<file path="config.mk">
export PLATFORM = sky130hd
export DESIGN_NAME = ttcb_front
export DESIGN_NICKNAME = d
export VERILOG_FILES = /design/src/hdl/ttcb_pkg.sv /design/src/hdl/ttcb_front.sv
export SDC_FILE = /design/constraint.sdc
export NUM_CORES = 1
export LEC_CHECK = 0
export BUFFER_PORTS_ARGS = -buffer_cell sky130_fd_sc_hd__buf_2
export CAP_MARGIN = 20
export CORE_ASPECT_RATIO = 0.6
export CORE_MARGIN = 8
export CORE_UTILIZATION = 48
export CTS_BUF_LIST = sky130_fd_sc_hd__clkbuf_4 sky130_fd_sc_hd__clkbuf_8
export CTS_CLUSTER_SIZE = 14
export DETAILED_ROUTE_END_ITERATION = 16
export PLACE_DENSITY = 0.85
export RECOVER_POWER = 50
export SYNTH_ARGS = -nofsm -noshare
export SYNTH_HDL_FRONTEND = slang
export SYNTH_SLANG_ARGS = --single-unit
</file>
<file path="constraint.sdc">
create_clock -name clk -period 3.15 [get_ports clk]
set_input_delay 0.1575 -clock clk [delete_from_list [all_inputs] [get_ports clk]]
set_output_delay 0.1575 -clock clk [all_outputs]
set_load 0.02 [all_outputs]
</file>
<file path="src/hdl/ttcb_pkg.sv">
// ----------------------------------------------------------------------------
// ttcb_pkg
// Shared types and constants for the text console cell buffer.
// ----------------------------------------------------------------------------
package ttcb_pkg;

    localparam int MaxColumnsDef = 128;
    localparam int MaxRowsDef    = 64;
    localparam int TabStepDef    = 4;

    localparam int CfgIndexWidth = 3;
    localparam int CfgDataWidth  = 8;

    // register indexes
    localparam logic [CfgIndexWidth-1:0] REG_SCREEN_COLUMNS = 3'd0;
    localparam logic [CfgIndexWidth-1:0] REG_SCREEN_ROWS    = 3'd1;
    localparam logic [CfgIndexWidth-1:0] REG_REGION_LEFT    = 3'd2;
    localparam logic [CfgIndexWidth-1:0] REG_REGION_TOP     = 3'd3;
    localparam logic [CfgIndexWidth-1:0] REG_REGION_COLUMNS = 3'd4;
    localparam logic [CfgIndexWidth-1:0] REG_REGION_ROWS    = 3'd5;
    localparam logic [CfgIndexWidth-1:0] REG_TEXT_ATTRIBUTE = 3'd6;

    localparam logic [7:0] RST_SCREEN_COLUMNS = 8'd80;
    localparam logic [6:0] RST_SCREEN_ROWS    = 7'd25;
    localparam logic [6:0] RST_REGION_LEFT    = 7'd0;
    localparam logic [5:0] RST_REGION_TOP     = 6'd0;
    localparam logic [7:0] RST_REGION_COLUMNS = 8'd80;
    localparam logic [6:0] RST_REGION_ROWS    = 7'd25;
    localparam logic [7:0] RST_TEXT_ATTRIBUTE = 8'h07;

    // operation codes
    localparam logic [2:0] OP_PRINT  = 3'd0;
    localparam logic [2:0] OP_CLEAR  = 3'd1;
    localparam logic [2:0] OP_SCROLL = 3'd2;
    localparam logic [2:0] OP_WRITE  = 3'd3;
    localparam logic [2:0] OP_READ   = 3'd4;

    localparam logic [7:0] CH_TAB     = 8'd9;
    localparam logic [7:0] CH_NEWLINE = 8'd10;
    localparam logic [7:0] CH_RETURN  = 8'd13;
    localparam logic [7:0] CH_BLANK   = 8'h20;

    localparam logic [15:0] RESET_CELL = 16'h0720;

    typedef enum logic [3:0] {
        CMD_PRINT,
        CMD_NEWLINE,
        CMD_RETURN,
        CMD_TAB,
        CMD_CLEAR,
        CMD_SCROLL,
        CMD_WRITE,
        CMD_READ,
        CMD_IGNORE
    } cmd_kind_t;

    typedef struct packed {
        logic [2:0] op;
        logic [7:0] char_code;
        logic [6:0] cell_column;
        logic [5:0] cell_row;
    } item_t;

    typedef struct packed {
        logic [6:0]  cursor_column;
        logic [5:0]  cursor_row;
        logic [15:0] cell_value;
        logic        did_scroll;
        logic        ignored;
    } result_t;

    typedef struct packed {
        cmd_kind_t  kind;
        logic [7:0] char_code;
        logic [6:0] cell_column;
        logic [5:0] cell_row;
    } cmd_t;

endpackage

</file>
<file path="src/hdl/ttcb_front.sv">
// ----------------------------------------------------------------------------
// ttcb_front
// Accepts input words, decodes them into commands, two-entry command queue.
// ----------------------------------------------------------------------------
module ttcb_front (
    input  logic            clk,
    input  logic            rst_n,
    input  logic            push,
    output logic            full,
    input  ttcb_pkg::item_t item,
    input  logic            region_off,
    input  logic            busy,
    output logic            cmd_valid,
    output ttcb_pkg::cmd_t  cmd,
    input  logic            cmd_pop
);

    ttcb_pkg::cmd_t q_reg [2];
    logic           wptr_reg;
    logic           rptr_reg;
    logic [1:0]     count_reg;
    ttcb_pkg::cmd_t decoded;
    logic           accept;
    logic           take;

    always_comb
    begin
        decoded.char_code   = item.char_code;
        decoded.cell_column = item.cell_column;
        decoded.cell_row    = item.cell_row;
        case (item.op)
            ttcb_pkg::OP_PRINT:
            begin
                if (region_off)
                    decoded.kind = ttcb_pkg::CMD_IGNORE;
                else if (item.char_code == ttcb_pkg::CH_NEWLINE)
                    decoded.kind = ttcb_pkg::CMD_NEWLINE;
                else if (item.char_code == ttcb_pkg::CH_RETURN)
                    decoded.kind = ttcb_pkg::CMD_RETURN;
                else if (item.char_code == ttcb_pkg::CH_TAB)
                    decoded.kind = ttcb_pkg::CMD_TAB;
                else
                    decoded.kind = ttcb_pkg::CMD_PRINT;
            end
            ttcb_pkg::OP_CLEAR:
                decoded.kind = region_off ? ttcb_pkg::CMD_IGNORE : ttcb_pkg::CMD_CLEAR;
            ttcb_pkg::OP_SCROLL:
                decoded.kind = region_off ? ttcb_pkg::CMD_IGNORE : ttcb_pkg::CMD_SCROLL;
            ttcb_pkg::OP_WRITE:
                decoded.kind = ttcb_pkg::CMD_WRITE;
            ttcb_pkg::OP_READ:
                decoded.kind = ttcb_pkg::CMD_READ;
            default:
                decoded.kind = ttcb_pkg::CMD_IGNORE;
        endcase
    end

    assign full      = (count_reg == 2'd2) || busy;
    assign accept    = push && !full;
    assign cmd_valid = (count_reg != 2'd0);
    assign cmd       = q_reg[rptr_reg];
    assign take      = cmd_pop && cmd_valid;

    always_ff @(posedge clk or negedge rst_n)
    begin
        if (!rst_n)
        begin
            wptr_reg  <= 1'b0;
            rptr_reg  <= 1'b0;
            count_reg <= 2'd0;
        end
        else
        begin
            if (accept)
            begin
                q_reg[wptr_reg] <= decoded;
                wptr_reg        <= ~wptr_reg;
            end
            if (take)
            begin
                rptr_reg <= ~rptr_reg;
            end
            count_reg <= count_reg + 2'(accept) - 2'(take);
        end
    end

endmodule

</file>
======== Yosys cells after proc, flatten, opt, wreduce, memory -nomap -nowiden ========
Memory sizes are Yosys's and may differ from the RTL's.
Cells that the tools add are included.
operators by class
  add/sub/neg operators ................... 2
  eq/ne operators ......................... 8
  mux-type cells .......................... 9
  bitwise operators ....................... 2
  reductions and logical operators ........ 7
operators with widths
  cell                                                 count
  equality test 8 x 4 -> 1 bit, second input constant  3
  one-hot mux 4 bit (5 select lines)                   1
  two-way mux 4 bit                                    3
  equality test 3 x 2 -> 1 bit, second input constant  2
  two-way mux 2 bit                                    3
  equality test 3 x 1 -> 1 bit, second input constant  1
  equality test 3 bit, second input constant           1
  logical AND 1 bit                                    3
  logical NOT 3 bit                                    1
  adder 2 x 1 -> 2 bit                                 1
  equality test 2 bit, second input constant           1
  two-way mux 1 bit                                    2
  inverter 1 bit                                       2
  nonzero test 2 bit                                   1
  subtractor 2 x 1 -> 2 bit                            1
  logical NOT 1 bit                                    1
  logical OR 1 bit                                     1
storage, ports and cells
  register bits after elaboration ......... 4
  RAM bits ................................ 50
  bits of input ports ..................... 30
  output and inout port bits .............. 27
  logic and storage cells ................. 32
  memories ................................ 1
memories
  memory  depth  bits a word  rd ports  clocked after memory_dff  wr ports  RTL line          RTL
  q_reg   2      25           1         0                         1         ttcb_front.sv:18  ttcb_pkg::cmd_t q_reg [2];

======== Longest topological paths before layout ========
  depth after elaboration ................. 7
  gate-level depth with buffers ........... 7
  depth with buffers taken out ............ 7

======== Least setup slack after synthesis ========
Ideal clock, no wire load.
  kind .................................... register to register
  from .................................... reg count_reg[0]
  to ...................................... mem q_reg[0][0] in the netlist's numbering, enable pin
  data arrival time ....................... 2.475 ns
  required time ........................... 2.712 ns
  slack ................................... 0.236 ns
  cell stages (with the launch flop) ...... 4
  buffers on the path ..................... 0
  cells stage by stage .................... dfrtp_1 -> inv_1 -> a211o_1 -> nor3_1
on the way
  word-level cells in the longest chain between the ends .. 7
ends and longest elaborated chain
  what                                     RTL line          RTL
  from (decl)                              ttcb_front.sv:21  logic [1:0] count_reg;
  from (signal assigned)                   ttcb_front.sv:83  count_reg <= count_reg + 2'(accept) - 2'(take);
  equality test 2 bit                      ttcb_front.sv:58  assign full = (count_reg == 2'd2) || busy;
  logical OR 1 bit                         ttcb_front.sv:58
  logical NOT 1 bit                        ttcb_front.sv:59  assign accept = push && !full;
  logical AND 1 bit                        ttcb_front.sv:59
  two-way mux 1 bit                        ttcb_front.sv:74  if (accept)
  logical AND 1 bit (not written as such)  ttcb_front.sv:76  q_reg[wptr_reg] <= decoded;
  two-way mux 1 bit (not written as such)  ttcb_front.sv:76
  to (decl)                                ttcb_front.sv:18
Every way passes these cells.

==> flow_metrics.env <==
export IMPL_ys_seq_elements=54
export IMPL_final_cell_mix="edfxtp_1, buf_2, mux2_2"
export IMPL_path_buf_inv=2
export IMPL_min_path_type="input pin to flip-flop"
export IMPL_grt_pass1_wl_um=6730
export IMPL_drt_iter0_drc=45
export IMPL_core_um2=4190
export IMPL_p_per_area_nw_per_um2=742
export IMPL_fin_worst_skew_ns=0.00554
export IMPL_cts_htree_levels=2
export IMPL_die_w_um=102
export IMPL_die_y_um=67.5
export IMPL_cap_violations=0
export IMPL_cpPeakStageDelay_ns=0.73
export IMPL_tightest_slew_ns=0.598
export IMPL_setup_ws_ns=1.20
export IMPL_p_leak_uw=0.000919
export IMPL_grt_start_max_net_pins=27
export IMPL_antenna_cells=0
export IMPL_syn_nets=146
export IMPL_ys_seq_area_share_pct=75.4
export IMPL_syn_inst=114
export IMPL_fmax_mhz=514
export IMPL_path_cells="buf_8 > mux2_2 > buf_2"
export IMPL_largest_register_ffs=50
export IMPL_cts_made_buffers=5
export IMPL_start_util_pct=50.7
export IMPL_synthArstFlopShare_pct=7.41
export IMPL_dp_cells=229
export IMPL_place_area_um2=2480
export IMPL_setup_viol=0
export IMPL_wl_um=4300
export IMPL_cp_top_family="flip-flops"
export IMPL_timing_setup_tns_ns=0
export IMPL_final_area_um2=2560
export IMPL_grt_remaining_overflow=0
export IMPL_crit_path_max_fanout=14
export IMPL_dieArea_um2=6880
export IMPL_place_ws_ns=1.34
export IMPL_wl_per_cell_um=18.0
export IMPL_first_global_vias=1362
export IMPL_place_hpwl_um=3130
export IMPL_drtAntennaViolNets=0
export IMPL_required_ns=2.99
export IMPL_fin_crit_ns=1.95
export IMPL_track_usage_pct=13.2
export IMPL_rsz0062_at_grt="no"
export IMPL_yosys_warnings=0
export IMPL_drt_first_pass_iters=4
export IMPL_insertion_delay_ns=0.29
export IMPL_synth_top_cell_by_area="edfxtp_1"
export IMPL_post_route_cells_drive_above_1_share_pct=39.7
export IMPL_synth_avg_cell_area_um2=18.6
export IMPL_tritoncts="yes"
export IMPL_io_pin_count=57
export IMPL_num_nets_final=210
export IMPL_critPathKind="flip-flop to primary output"
export IMPL_fin_util_pct=61.0
export IMPL_clk_path_buf_depth=2
export IMPL_place_congestion=0.794
export IMPL_cts_setup_buffers=0
export IMPL_finalCritPeriodShare_pct=61.8
export IMPL_port_buffers=56
export IMPL_cts_resized=0
export IMPL_crit_slowest_cell="dfrtp_1"
export IMPL_antenna_found_initial=0
export IMPL_synth_top_cells_by_area="edfxtp_1, mux2_2, dfrtp_1, xnor2_1, ha_1"
export IMPL_slew_violations=0
export IMPL_path_clk_slew_ns=0.09
export IMPL_drc=0
export IMPL_synth_edff_count=50
export IMPL_routed_via_density=5.00
export IMPL_synth_ff_type="edfxtp_1"
export IMPL_outcome="completed"
export IMPL_num_rows=18
export IMPL_cp_data_arrival_time_ns=1.79
export IMPL_start_kind="flip-flop"
export IMPL_timing_final_hold_violations=0
export IMPL_endpoint_kind="primary output"
export IMPL_cts_root_buffer="clkbuf_8"
export IMPL_cts_num_sinks=54
export IMPL_vias=1195
export IMPL_synth_top_cell_area_share_pct=70.7
export IMPL_synthesis_area_um2=2120
export IMPL_area_delta_synth_final_pct=20.3
export IMPL_ir_drop_v=0.000377
export IMPL_slew_headroom_pct=60.2
export IMPL_final_common_cell="edfxtp_1"
export IMPL_final_cells=239
export IMPL_ys_types=26
[synthesized netlist by cell type, types with 2 or more instances]
cell / number
ha_1: 2
edfxtp_1: 50
nand2_1: 2
inv_1: 5
dfrtp_1: 4
nor3_1: 2
buf_4: 2
a21oi_1: 2
xnor2_1: 4
mux2_2: 25
[per-layer routing]
layer	global-route usage (%)	part of all wire [%]
met1	14.3	40
met2	21.9	48
met3	6.46	11
met4	5.99	0.98
met5	0	0
[final cells by class]
| class | count | area (µm²) |
|---|---|---|
| clock buffer | 5 | 68.8 |
| clock inverter | 3 | 16.3 |
| fill | 351 | 1630 |
| inverter | 5 | 18.8 |
| multi-input combinational | 52 | 483 |
| sequential | 54 | 1600 |
| tap | 60 | 75.1 |
| timing repair buffer | 60 | 293 |
[final timing paths]
path	end	slack (ns)	start	cells past startpoint
setup / recovery	cmd[10]	1.20	rptr_reg	3
hold / removal	q_reg[1][3]	0.05	item[3]	1
setup reg to reg	count_reg[1]	1.28	count_reg[1]	7
hold reg to reg	wptr_reg	0.53	wptr_reg	1
max in group asynchronous	count_reg[0]	2.71	rst_n	2
min in group asynchronous	count_reg[1]	0.24	rst_n	2
[cell families after synthesis]
kind of cell    Yosys count  synth area share (%)
xor+xnor                  5                  2.06
compound gates            8                  2.65
mux                      26                  13.7
flops                    54                  75.4
fa+ha+maj                 2                  1.18
buf+inv                   8                  1.83
simple gates             11                  3.18
[metrics by stage]
stage          hold slack (ns)  total power [µW]
6_report                0.0493              1900
4_1_cts                 0.0368              1900
5_1_grt                 0.0261              1990
3_5_place_dp           -0.0266              1550
2_1_floorplan           -0.138              1360
3_3_place_gp           -0.0324              1510
[where the power goes]
group | switching [µW] | internal, µW
Sequential | 66.6 | 859
Clock | 206 | 152
Combinational | 343 | 271
[timing repair]
item | 4_1_cts | 5_1_grt
endpoints found under the hold margin | 4 | 0
hold buffers | 1 | 0
endpoints found under the setup margin | 0 | 0
No activity file was read; power rests on OpenSTA's default activity.
